## config.mk

```make
export PLATFORM = sky130hd
export DESIGN_NAME = ipv4_cidr_text_parser
export DESIGN_NICKNAME = d
export VERILOG_FILES = /design/src/rtl/cidr_pkg.sv /design/src/rtl/ipv4_cidr_text_parser.sv
export SDC_FILE = /design/constraint.sdc
export NUM_CORES = 1
export LEC_CHECK = 0
export BUFFER_PORTS_ARGS = -buffer_cell sky130_fd_sc_hd__buf_2
export CORE_MARGIN = 1.5
export CORE_UTILIZATION = 60
export DETAILED_ROUTE_END_ITERATION = 8
export MAX_ROUTING_LAYER = met4
export PLACE_DENSITY_LB_ADDON = 0.1
export SETUP_SLACK_MARGIN = 0.15
export SKIP_CTS_REPAIR_TIMING = 1
export SYNTH_ARGS = -nofsm -noshare
export SYNTH_HDL_FRONTEND = slang
export SYNTH_SLANG_ARGS = --single-unit
```

## constraint.sdc

```tcl
create_clock -name clock -period 4 [get_ports clock]
set_input_delay 0.2 -clock clock [delete_from_list [all_inputs] [get_ports clock]]
set_output_delay 0.2 -clock clock [all_outputs]
set_load 0.01 [all_outputs]
```

## src/rtl/cidr_pkg.sv

```systemverilog
// Package for the IPv4 CIDR text parser: character codes, limits and widths.
// No dependencies; used by rtl/ipv4_cidr_text_parser.sv.
package cidr_pkg;

   // widths
   localparam int unsigned CharWidth  = 8;
   localparam int unsigned FieldWidth = 9;
   localparam int unsigned CountWidth = 3;
   localparam int unsigned AddrWidth  = 32;
   localparam int unsigned DigitWidth = 12;  // field * 10 + 9 fits here

   // character codes
   localparam logic [CharWidth-1:0] CHAR_NUL   = 8'h00;
   localparam logic [CharWidth-1:0] CHAR_ZERO  = 8'h30;
   localparam logic [CharWidth-1:0] CHAR_NINE  = 8'h39;
   localparam logic [CharWidth-1:0] CHAR_DOT   = 8'h2E;
   localparam logic [CharWidth-1:0] CHAR_SLASH = 8'h2F;

   // limits
   localparam logic [FieldWidth-1:0] OCTET_MAX  = 9'd255;
   localparam logic [FieldWidth-1:0] PREFIX_MAX = 9'd32;
   localparam logic [FieldWidth-1:0] FIELD_SAT  = 9'd256;
   localparam logic [CountWidth-1:0] DOTS_FULL  = 3'd3;
   localparam logic [CountWidth-1:0] SLASH_SEEN = 3'd4;

   // prefix length to network mask; zero length gives an all-zero mask
   function automatic logic [AddrWidth-1:0] prefix_mask(input logic [5:0] len);
      prefix_mask = ~({AddrWidth{1'b1}} >> len);
   endfunction

endpackage

```

## src/rtl/ipv4_cidr_text_parser.sv

```systemverilog
// Top level of the IPv4 CIDR text parser: one ASCII character per beat in,
// one address/invalid result per NUL out. Depends on rtl/cidr_pkg.sv.
//
//   channel | direction | tdata                     | tuser
//   req     | in        | [7:0] char_code           | -
//   rsp     | out       | [31:0] network_address    | [0] invalid
//
// One character per cycle sustained while no NUL waits. A beat is captured
// in the input register, the parse state is updated from that register, and
// a NUL loads the result register. A NUL waits in the input register only
// while the result register is full and stalled; others never wait.
// Synchronous active-high reset clears the parse state and both valid flags.
module ipv4_cidr_text_parser (
   input  logic        clock,
   input  logic        reset,
   input  logic        req_tvalid,
   output logic        req_tready,
   input  logic [7:0]  req_tdata,   // [7:0] char_code
   output logic        rsp_tvalid,
   input  logic        rsp_tready,
   output logic [31:0] rsp_tdata,   // [31:0] network_address
   output logic [0:0]  rsp_tuser    // [0] invalid
);

   // input register
   logic                               in_valid_ff, in_valid_in;
   logic [cidr_pkg::CharWidth-1:0]     char_ff, char_in;

   // parse state
   logic [cidr_pkg::FieldWidth-1:0]    field_value_ff, field_value_in;
   logic [cidr_pkg::CountWidth-1:0]    field_count_ff, field_count_in;
   logic [cidr_pkg::AddrWidth-1:0]     address_acc_ff, address_acc_in;
   logic                               error_seen_ff, error_seen_in;

   // result register
   logic                               out_valid_ff, out_valid_in;
   logic [cidr_pkg::AddrWidth-1:0]     out_addr_ff, out_addr_in;
   logic                               out_bad_ff, out_bad_in;

   logic                               is_nul, is_digit, sep_ok;
   logic                               out_free, consume;
   logic [cidr_pkg::DigitWidth-1:0]    digit_sum;
   logic [cidr_pkg::AddrWidth-1:0]     shifted_acc;
   logic [cidr_pkg::AddrWidth-1:0]     end_addr;
   logic                               end_bad;

   // character decode
   assign is_nul   = (char_ff == cidr_pkg::CHAR_NUL);
   assign is_digit = (char_ff >= cidr_pkg::CHAR_ZERO) && (char_ff <= cidr_pkg::CHAR_NINE);
   assign sep_ok   = ((char_ff == cidr_pkg::CHAR_DOT) &&
                      (field_count_ff < cidr_pkg::DOTS_FULL)) ||
                     ((char_ff == cidr_pkg::CHAR_SLASH) &&
                      (field_count_ff == cidr_pkg::DOTS_FULL));

   // handshake: a NUL needs a free result register
   assign out_free   = !out_valid_ff || rsp_tready;
   assign consume    = in_valid_ff && (!is_nul || out_free);
   assign req_tready = !in_valid_ff || consume;

   // field * 10 + digit, and the accumulator with the current field appended
   assign digit_sum = {field_value_ff, 3'b000} + {2'b00, field_value_ff, 1'b0}
                    + {4'b0000, char_ff - cidr_pkg::CHAR_ZERO};
   assign shifted_acc = {address_acc_ff[cidr_pkg::AddrWidth-9:0], 8'h00}
                      + {{(cidr_pkg::AddrWidth-cidr_pkg::FieldWidth){1'b0}},
                         field_value_ff};

   // end-of-string result
   always_comb begin
      end_addr = '0;
      end_bad  = error_seen_ff;
      if (!error_seen_ff) begin
         if ((field_count_ff == cidr_pkg::DOTS_FULL) &&
             (field_value_ff <= cidr_pkg::OCTET_MAX)) begin
            end_addr = shifted_acc;
         end else if ((field_count_ff == cidr_pkg::SLASH_SEEN) &&
                      (field_value_ff <= cidr_pkg::PREFIX_MAX)) begin
            end_addr = address_acc_ff & cidr_pkg::prefix_mask(field_value_ff[5:0]);
         end else begin
            end_bad = 1'b1;
         end
      end
      if (end_bad) begin
         end_addr = '0;
      end
   end

   // next-state logic
   always_comb begin
      in_valid_in    = in_valid_ff;
      char_in        = char_ff;
      field_value_in = field_value_ff;
      field_count_in = field_count_ff;
      address_acc_in = address_acc_ff;
      error_seen_in  = error_seen_ff;
      out_valid_in   = out_valid_ff;
      out_addr_in    = out_addr_ff;
      out_bad_in     = out_bad_ff;

      // result beat taken
      if (rsp_tready) begin
         out_valid_in = 1'b0;
      end

      // parse the held character
      if (consume) begin
         in_valid_in = 1'b0;
         if (is_nul) begin
            out_valid_in   = 1'b1;
            out_addr_in    = end_addr;
            out_bad_in     = end_bad;
            field_value_in = '0;
            field_count_in = '0;
            address_acc_in = '0;
            error_seen_in  = 1'b0;
         end else if (!error_seen_ff) begin
            if (is_digit) begin
               if (digit_sum > {3'b000, cidr_pkg::OCTET_MAX}) begin
                  field_value_in = cidr_pkg::FIELD_SAT;
                  error_seen_in  = 1'b1;
               end else begin
                  field_value_in = digit_sum[cidr_pkg::FieldWidth-1:0];
               end
            end else if (sep_ok) begin
               address_acc_in = shifted_acc;
               field_count_in = field_count_ff + 3'd1;
               field_value_in = '0;
            end else begin
               error_seen_in = 1'b1;
            end
         end
      end

      // capture a new character beat
      if (req_tvalid && req_tready) begin
         in_valid_in = 1'b1;
         char_in     = req_tdata;
      end
   end

   // control registers
   always_ff @(posedge clock) begin
      if (reset) begin
         in_valid_ff    <= 1'b0;
         out_valid_ff   <= 1'b0;
         field_value_ff <= '0;
         field_count_ff <= '0;
         address_acc_ff <= '0;
         error_seen_ff  <= 1'b0;
      end else begin
         in_valid_ff    <= in_valid_in;
         out_valid_ff   <= out_valid_in;
         field_value_ff <= field_value_in;
         field_count_ff <= field_count_in;
         address_acc_ff <= address_acc_in;
         error_seen_ff  <= error_seen_in;
      end
   end

   // payload registers
   always_ff @(posedge clock) begin
      char_ff     <= char_in;
      out_addr_ff <= out_addr_in;
      out_bad_ff  <= out_bad_in;
   end

   assign rsp_tvalid   = out_valid_ff;
   assign rsp_tdata    = out_addr_ff;
   assign rsp_tuser[0] = out_bad_ff;

endmodule

```

Yosys cells after proc, flatten, opt, wreduce, memory -nomap -nowiden. Index checks and enable logic that the tools add are counted.

Bits in registers: 88. Input bits: 12. Output and inout bits: 35. Word-level logic and storage cells: 79.

Add/subtract/negate cells: 5. $lt $le $gt $ge: 6. Equality and inequality tests: 6. Shift operators: 1. Muxes and demuxes: 28. Bitwise logic cells: 2. Reductions and logical operators: 22.

Operators by type and width (count): 2-to-1 mux 32 bit (6); 2-to-1 mux 9 bit (5); adder 32 x 9 -> 32 bit (1); AND 32 bit (1); NOT 32 bit (1); right shift 32 x 6 -> 32 bit (first input constant) (1); == test 8 x 6 -> 1 bit (second input constant) (2); 2-to-1 mux 1 bit (13); adder 12 x 10 -> 12 bit (1); adder 12 x 8 -> 12 bit (1); > comparator 12 x 8 -> 1 bit (second input constant) (1); 2-to-1 mux 3 bit (4); <= comparator 9 x 6 -> 1 bit (second input constant) (1); <= comparator 9 x 8 -> 1 bit (second input constant) (1); >= comparator 8 x 6 -> 1 bit (second input constant) (1); <= comparator 8 x 6 -> 1 bit (second input constant) (1); zero test 8 bit (1); subtractor 8 x 6 -> 8 bit (second input constant) (1); logical AND 1 bit (7); logical OR 1 bit (4); AND reduction 4 bit (1); nonzero test 2 bit (2); adder 3 x 1 -> 3 bit (second input constant) (1); == test 3 x 2 -> 1 bit (second input constant) (1); 9 further kinds (11).

Logic depth before layout (Yosys ltp). Gate-level depths: netlist of run 1.

Depth after elaboration: 7. Mapped depth: 11. Mapped depth without buffers: 11.

Least setup slack after synthesis of run 1. OpenSTA, ideal clock, no wires.

Path type: reg2reg. Start point: reg field_value_ff[4] (netlist name). End point: reg field_value_ff[1] (netlist name). Setup time: 62 ps. Arrival time: 3064 ps. Required time: 3938 ps. Slack: 873 ps. Stages on the path, launching flop included: 12. Path buffers: 1. Clock period less this slack: 3127 ps. Path through: dfxtp_1 clkbuf_1 inv_1 fa_1 inv_1 ha_1 nand3_1 nand2_2 a221o_1 a211o_1 nor4_4 a32o_1.

Longest elaborated chain between the ends: 7.

Ends and longest elaborated chain: start, declared (RTL line ipv4_cidr_text_parser.sv:30) `logic [cidr_pkg::FieldWidth-1:0] field_value_ff, field_value_in;`; start signal, assigned (RTL line ipv4_cidr_text_parser.sv:152) `field_value_ff <= field_value_in;`; adder 12 x 10 -> 12 bit (RTL line ipv4_cidr_text_parser.sv:61) `assign digit_sum = {field_value_ff, 3'b000} + {2'b00, field_value_ff, 1'b0}`; adder 12 x 8 -> 12 bit (RTL line ipv4_cidr_text_parser.sv:62) `+ {4'b0000, char_ff - cidr_pkg::CHAR_ZERO};`; > comparator 12 x 8 -> 1 bit (RTL line ipv4_cidr_text_parser.sv:117) `if (digit_sum > {3'b000, cidr_pkg::OCTET_MAX}) begin`; 2-to-1 mux 9 bit (RTL line ipv4_cidr_text_parser.sv:117); 2-to-1 mux 9 bit (RTL line ipv4_cidr_text_parser.sv:116) `if (is_digit) begin`; 2-to-1 mux 9 bit (RTL line ipv4_cidr_text_parser.sv:115) `end else if (!error_seen_ff) begin`; 2-to-1 mux 9 bit (RTL line ipv4_cidr_text_parser.sv:107) `if (is_nul) begin`.

Every way passes these cells. The select of a mux whose other input is x is not followed. A chain may end at the register's enable or synchronous reset.

Worst setup path after layout of run 1.
Start point: reg field_value_ff[4] (netlist name). End point: reg field_value_ff[4] (netlist name).

The elaborated chain is that of the path after synthesis.

==> metrics, run 1 <==
status=completed; total global-route track usage=0.306; hold slack=0.00474 ns; TritonCTS clock tree=built; dpl cells=around 660; WS Path Type=reg2reg; RSZ-0062 raised after global routing=false; Overflow after GRT=0; slowest stage delay, CP=0.58 ns; critical path endpoint category=flop; EDFF count, synth=41; vias in the first global route=slightly below 4000; Routed WL per cell=about 18 µm; crit path cell chain=inv_1, fa_1, inv_1, ha_1, nand2_1, nor3_1, nor4_1, a211o_1, nor4_4, a32o_1; crit-path most repeated cell=inv_1; worst slew pin tran=between 0.9 and 1 ns; Clk Latency, worst-skew pair=~0.37 ns; DP Wirelength=8750 µm; Post-synth top cells=nand2_1 (57), dfxtp_1 (47), a21oi_1 (43), edfxtp_1 (41), nor2_1 (41); nets@finish=slightly above 600; first-pass GRT wire length=about 20000 µm; # Max-Cap Violations=0; Post-Layout Cell Count=~680; ratio of cells with drive above 1 in the final layout=0.146; initial antenna violation count=0; CTS sink count=slightly below 90; share of Yosys cell area claimed by the top area cell type=0.253; Core Rows=32; synth warn=0; syn nets=~560; Post-Syn Area=around 4900 µm²; final hold violation count=0; Primary FF master, synth=dfxtp_1; clk_skew=approximately 0.013 ns; Mapped Cells=approximately 530; area delta synth->final=12.2%; Total Wirelength=12400 µm; CP Data Arrival Time=slightly below 4 ns; starting density of the core=0.624; leakage=approximately 1.8 nW; Syn Area/Cell=a little over 9 µm²; Clock Tree Root=clkbuf_8; chip height=93.1 µm; Core Area=roughly 7800 µm²; Slew HR=0.351; fraction of registers with async set or reset after synthesis=0; die width=roughly 93 µm; Netlist cell types=between 50 and 60; f_max=roughly 280 MHz; Die Area=slightly below 9000 µm²; Critical Path Fanout Max=11; DRT iter0 DRCs=between 300 and 400; Top-Level Pins=between 40 and 50; CP Data Required Time=4.31 ns; Clock H-tree levels=3; CTS Buf Count=9; worst hold path type=in2reg; dominant cells by area after synthesis=edfxtp_1 (25%), dfxtp_1 (19%), ha_1 (5.4%); Post-DRT Antenna Nets=0; Critical-path top delay cell=fa_1; pwr dens=316 nW/µm²; Vias=approximately 4300; register area share after synthesis=0.446; worst-case clock buffer depth=2; setup_tns=0 ns; Tmin final=~3.6 ns; DR DRC count=0; Yosys top cell by area=edfxtp_1; Reg clk slew, reported paths=approximately 0.090 ns; first-pass detailed-route iteration total=6; Pins Over Slew Limit=0; cell with the most instances after synthesis=nand2_1; crit-path leading delay family=simple AND/OR/NAND/NOR gates; fin crit share=0.888; Port Buf Inserts=46; Buffers & Inverters on Critical Path=2; routed vias/inst=~6.3; pin count of the biggest net entering global routing=34; n_diodes=0; Yosys reg bits=88; GPL Wtd Cong=0.967; Final Setup Violations=0; VDD IR max=0.191 mV; Critical Path Source Type=flop
registers in the layout, summed over array words and instances (netlist names):
signal,cells
address_acc_ff,32
char_ff,8
error_seen_ff,1
field_count_ff,3
field_value_ff,9
in_valid_ff,1
rsp_tdata,32
rsp_tuser,1
rsp_tvalid,1
layer usage:
layer	GRT usage	up-vias	routed length, µm
met4	0.117	0	360
met2	0.464	191	5730
li1	-	2012	-
met1	0.403	2021	5370
met3	0.0675	33	950
met5	-	-	0
metrics by stage:
step | total power, mW | instance area, µm² | setup WS [ns] | util
after floorplan | 1.04 | 4870 | 0.873 | -
after global placement | 1.06 | 5210 | 0.645 | 0.668
after detailed placement | 1.06 | 5210 | 0.503 | 0.668
after CTS | 1.72 | 5430 | 0.487 | 0.695
after global routing | 1.77 | 5470 | 0.188 | 0.700
final | 1.73 | 5470 | 0.447 | 0.700
worst paths after layout:
path | from | to | slack [ns] | cells past startpoint
max reg2reg | field_value_ff[4]$_SDFFE_PP0P_ | field_value_ff[4]$_SDFFE_PP0P_ | 0.45 | 10
max | field_value_ff[4]$_SDFFE_PP0P_ | field_value_ff[4]$_SDFFE_PP0P_ | 0.45 | 10
min reg2reg | address_acc_ff[27]$_SDFFE_PP0P_ | address_acc_ff[27]$_SDFFE_PP0P_ | 0.47 | 2
min | req_tdata[5] | char_ff[5]$_DFFE_PP_ | 0.005 | 1
cells in the final DEF, fill, tap and decap left out, types with 21 or more instances in the layout:
cell type	instances
a21oi_1	43
buf_2	46
dfxtp_1	47
edfxtp_1	41
ha_1	21
nand2_1	57
nand3_1	27
nor2_1	41
nor3_1	24
o21ai_0	28
cell families after synthesis:
logic type	count (synthesis)	share of synthesized area
adders and majority gates	27	0.0786
buffers and inverters	44	0.0349
DFF	88	0.446
xor gates and xnor gates	29	0.0521
AOI/OAI and AO/OA	134	0.182
and+or+nand+nor	203	0.206
area by class of cell:
| class | instances | area, µm² |
|---|---|---|
| Multi-Input combinational cell | 393 | 2540 |
| Fill cell | 632 | 2340 |
| Sequential cell | 88 | 2170 |
| Timing Repair Buffer | 62 | 360 |
| Clock buffer | 11 | 131 |
| Tap cell | 102 | 128 |
| Clock inverter | 5 | 81.3 |
| Inverter | 15 | 56.3 |
power breakdown:
group          total, mW  internal, mW  switching, mW
combinational     0.0862        0.0335         0.0527
clock              0.680         0.354          0.326
sequential         0.961         0.944         0.0172
worst reg2reg max path: cells and delay by family (launching register included):
kind | cells | cell delay (ns)
buffers and inverters | 2 | 0.31
AO/OA/AOI/OAI | 2 | 0.52
adder cells (fa/ha/maj) | 2 | 0.95
AND/OR/NAND/NOR | 4 | 1.16
flip-flops | 1 | 0.57
Power figures use the tool's default switching activity.
==> inputs of run 2 (changes only) <==
GPL_TIMING_DRIVEN = 0   (was not set)
MAX_ROUTING_LAYER = not set   (was met4)
==> metrics, run 2 (synthesis gave the netlist of run 1 again) <==
Setup crit end=field_value_ff[3]$_SDFFE_PP0P_; Top-Level Pins=47; Overflow after GRT=0; WS Path Type=reg2reg; critical path endpoint category=flop; worst hold path type=in2reg; first-pass detailed-route iteration total=5; DP Wirelength=slightly above 9000 µm; GPL Wtd Cong=0.906; VDD IR max=approximately 0.19 mV; Routed WL per cell=about 18 µm; pwr dens=307 nW/µm²; n_diodes=0; die width=roughly 93 µm; # Max-Cap Violations=0; first-pass GRT wire length=approximately 20000 µm; FF-to-FF Start=char_ff[5]$_DFFE_PP_; chip height=a little over 90 µm; launch point of the worst path=char_ff[5]$_DFFE_PP_; status=completed; pin count of the biggest net entering global routing=24; RSZ-0062 raised after global routing=false; leakage=1.82 nW; CTS sink count=between 80 and 90; Core Rows=32; vias in the first global route=approximately 4100; worst slew pin tran=1.33 ns; setup_tns=0 ns; Critical Path Source Type=flop; Post-DRT Antenna Nets=0; f_max=~280 MHz; CP Data Required Time=4.25 ns; final instance area=5470 µm²; DRT iter0 DRCs=approximately 290; clk_skew=0.0115 ns; Port Buf Inserts=between 40 and 50; initial antenna violation count=0; Clock Tree Root=clkbuf_8; Critical Path Fanout Max=10; Post-DP Area=5260 µm²; area delta synth->final=12.3%; r2r endpoint=field_value_ff[3]$_SDFFE_PP0P_; min-delay src=req_tdata[0]; commonest non-fill, non-tap cell in the layout=nand2_1; DR DRC count=0; starting density of the core=0.624; most frequent cells in the layout=nand2_1 (57), buf_2 (49), dfxtp_1 (47); CP Data Arrival Time=approximately 3.8 ns; flop2flop setup slack=roughly 0.45 ns; CTS Buf Count=9; ratio of cells with drive above 1 in the final layout=0.132; Clock H-tree levels=3; Total Wirelength=approximately 13000 µm; Core Util, Final=0.701; TritonCTS clock tree=built; nets@finish=623; R2R depth=11; worst-case clock buffer depth=2; Final Setup Violations=0; total global-route track usage=0.305; Post-Layout Cell Count=691; Tmin final=between 3 and 4 ns; routed vias/inst=~6.4; Tot Pwr=approximately 1.7 mW; Clk Latency, worst-skew pair=~0.36 ns; Vias=around 4400; final hold violation count=0; fin crit share=0.888; Reg clk slew, reported paths=~0.080 ns; dpl cells=roughly 670; Core Area=around 7800 µm²; Slew HR=0.103; Die Area=a little under 9000 µm²; Pins Over Slew Limit=0
[run 2: cell types whose count changed in the layout (fill, tap and decap cells not counted), moves of 2 or more]
cell	delta
buf_2	+3
buf_4	-11
clkbuf_1	+22
clkinv_4	+2
dlygate4sd3_1	-4
[run 2: metal layers]
layer / share of wire / global-route usage / vias to the layer above
li1: - / - / 2051
met1: 0.41 / 0.382 / 2064
met2: 0.47 / 0.505 / 228
met3: 0.077 / 0.0463 / 47
met4: 0.042 / 0.167 / 0
met5: 0 / 0 / -
[run 2: cell type report]
cell class / instances / area (µm²)
clock buffer: 10 / 138
timing repair buffer: 48 / 265
buffer: 29 / 114
inverter: 15 / 56.3
clock inverter: 6 / 67.6
multi-input combinational: 393 / 2530
sequential: 88 / 2170
fill: 640 / 2340
tap: 102 / 128
[run 2: where the power goes]
part | switching (mW) | internal [mW]
clock | 0.326 | 0.308
combinational | 0.0586 | 0.0332
sequential | 0.0123 | 0.944
[run 2: worst min-delay path by stage]
stage	to	slack, ns	cells past startpoint
floorplan	char_ff[0]$_DFFE_PP_	0.30	0
global placement	char_ff[1]$_DFFE_PP_	0.38	1
detailed placement	char_ff[0]$_DFFE_PP_	0.38	1
CTS	char_ff[0]$_DFFE_PP_	0.01	1
global route	char_ff[0]$_DFFE_PP_	0.009	1
finish	char_ff[0]$_DFFE_PP_	0.02	1
[run 2: worst max-delay path, stage by stage (launching register included)]
cell and delay [ns]:
edfxtp_1 0.44, ha_1 0.24, xnor2_1 0.22, fa_1 0.46, ha_1 0.36, and2_1 0.20
a221oi_2 0.40, nand2_1 0.18, a221oi_1 0.44, nor4_4 0.07, buf_4 0.19, a32o_1 0.24
[run 2: metrics by stage]
stage / hold WS, ns / setup slack (ns)
after global placement: 0.377 / 0.282
final: 0.0182 / 0.450
after floorplan: 0.299 / 0.873
after detailed placement: 0.379 / 0.206
after CTS: 0.0117 / 0.182
after global routing: 0.00928 / 0.333
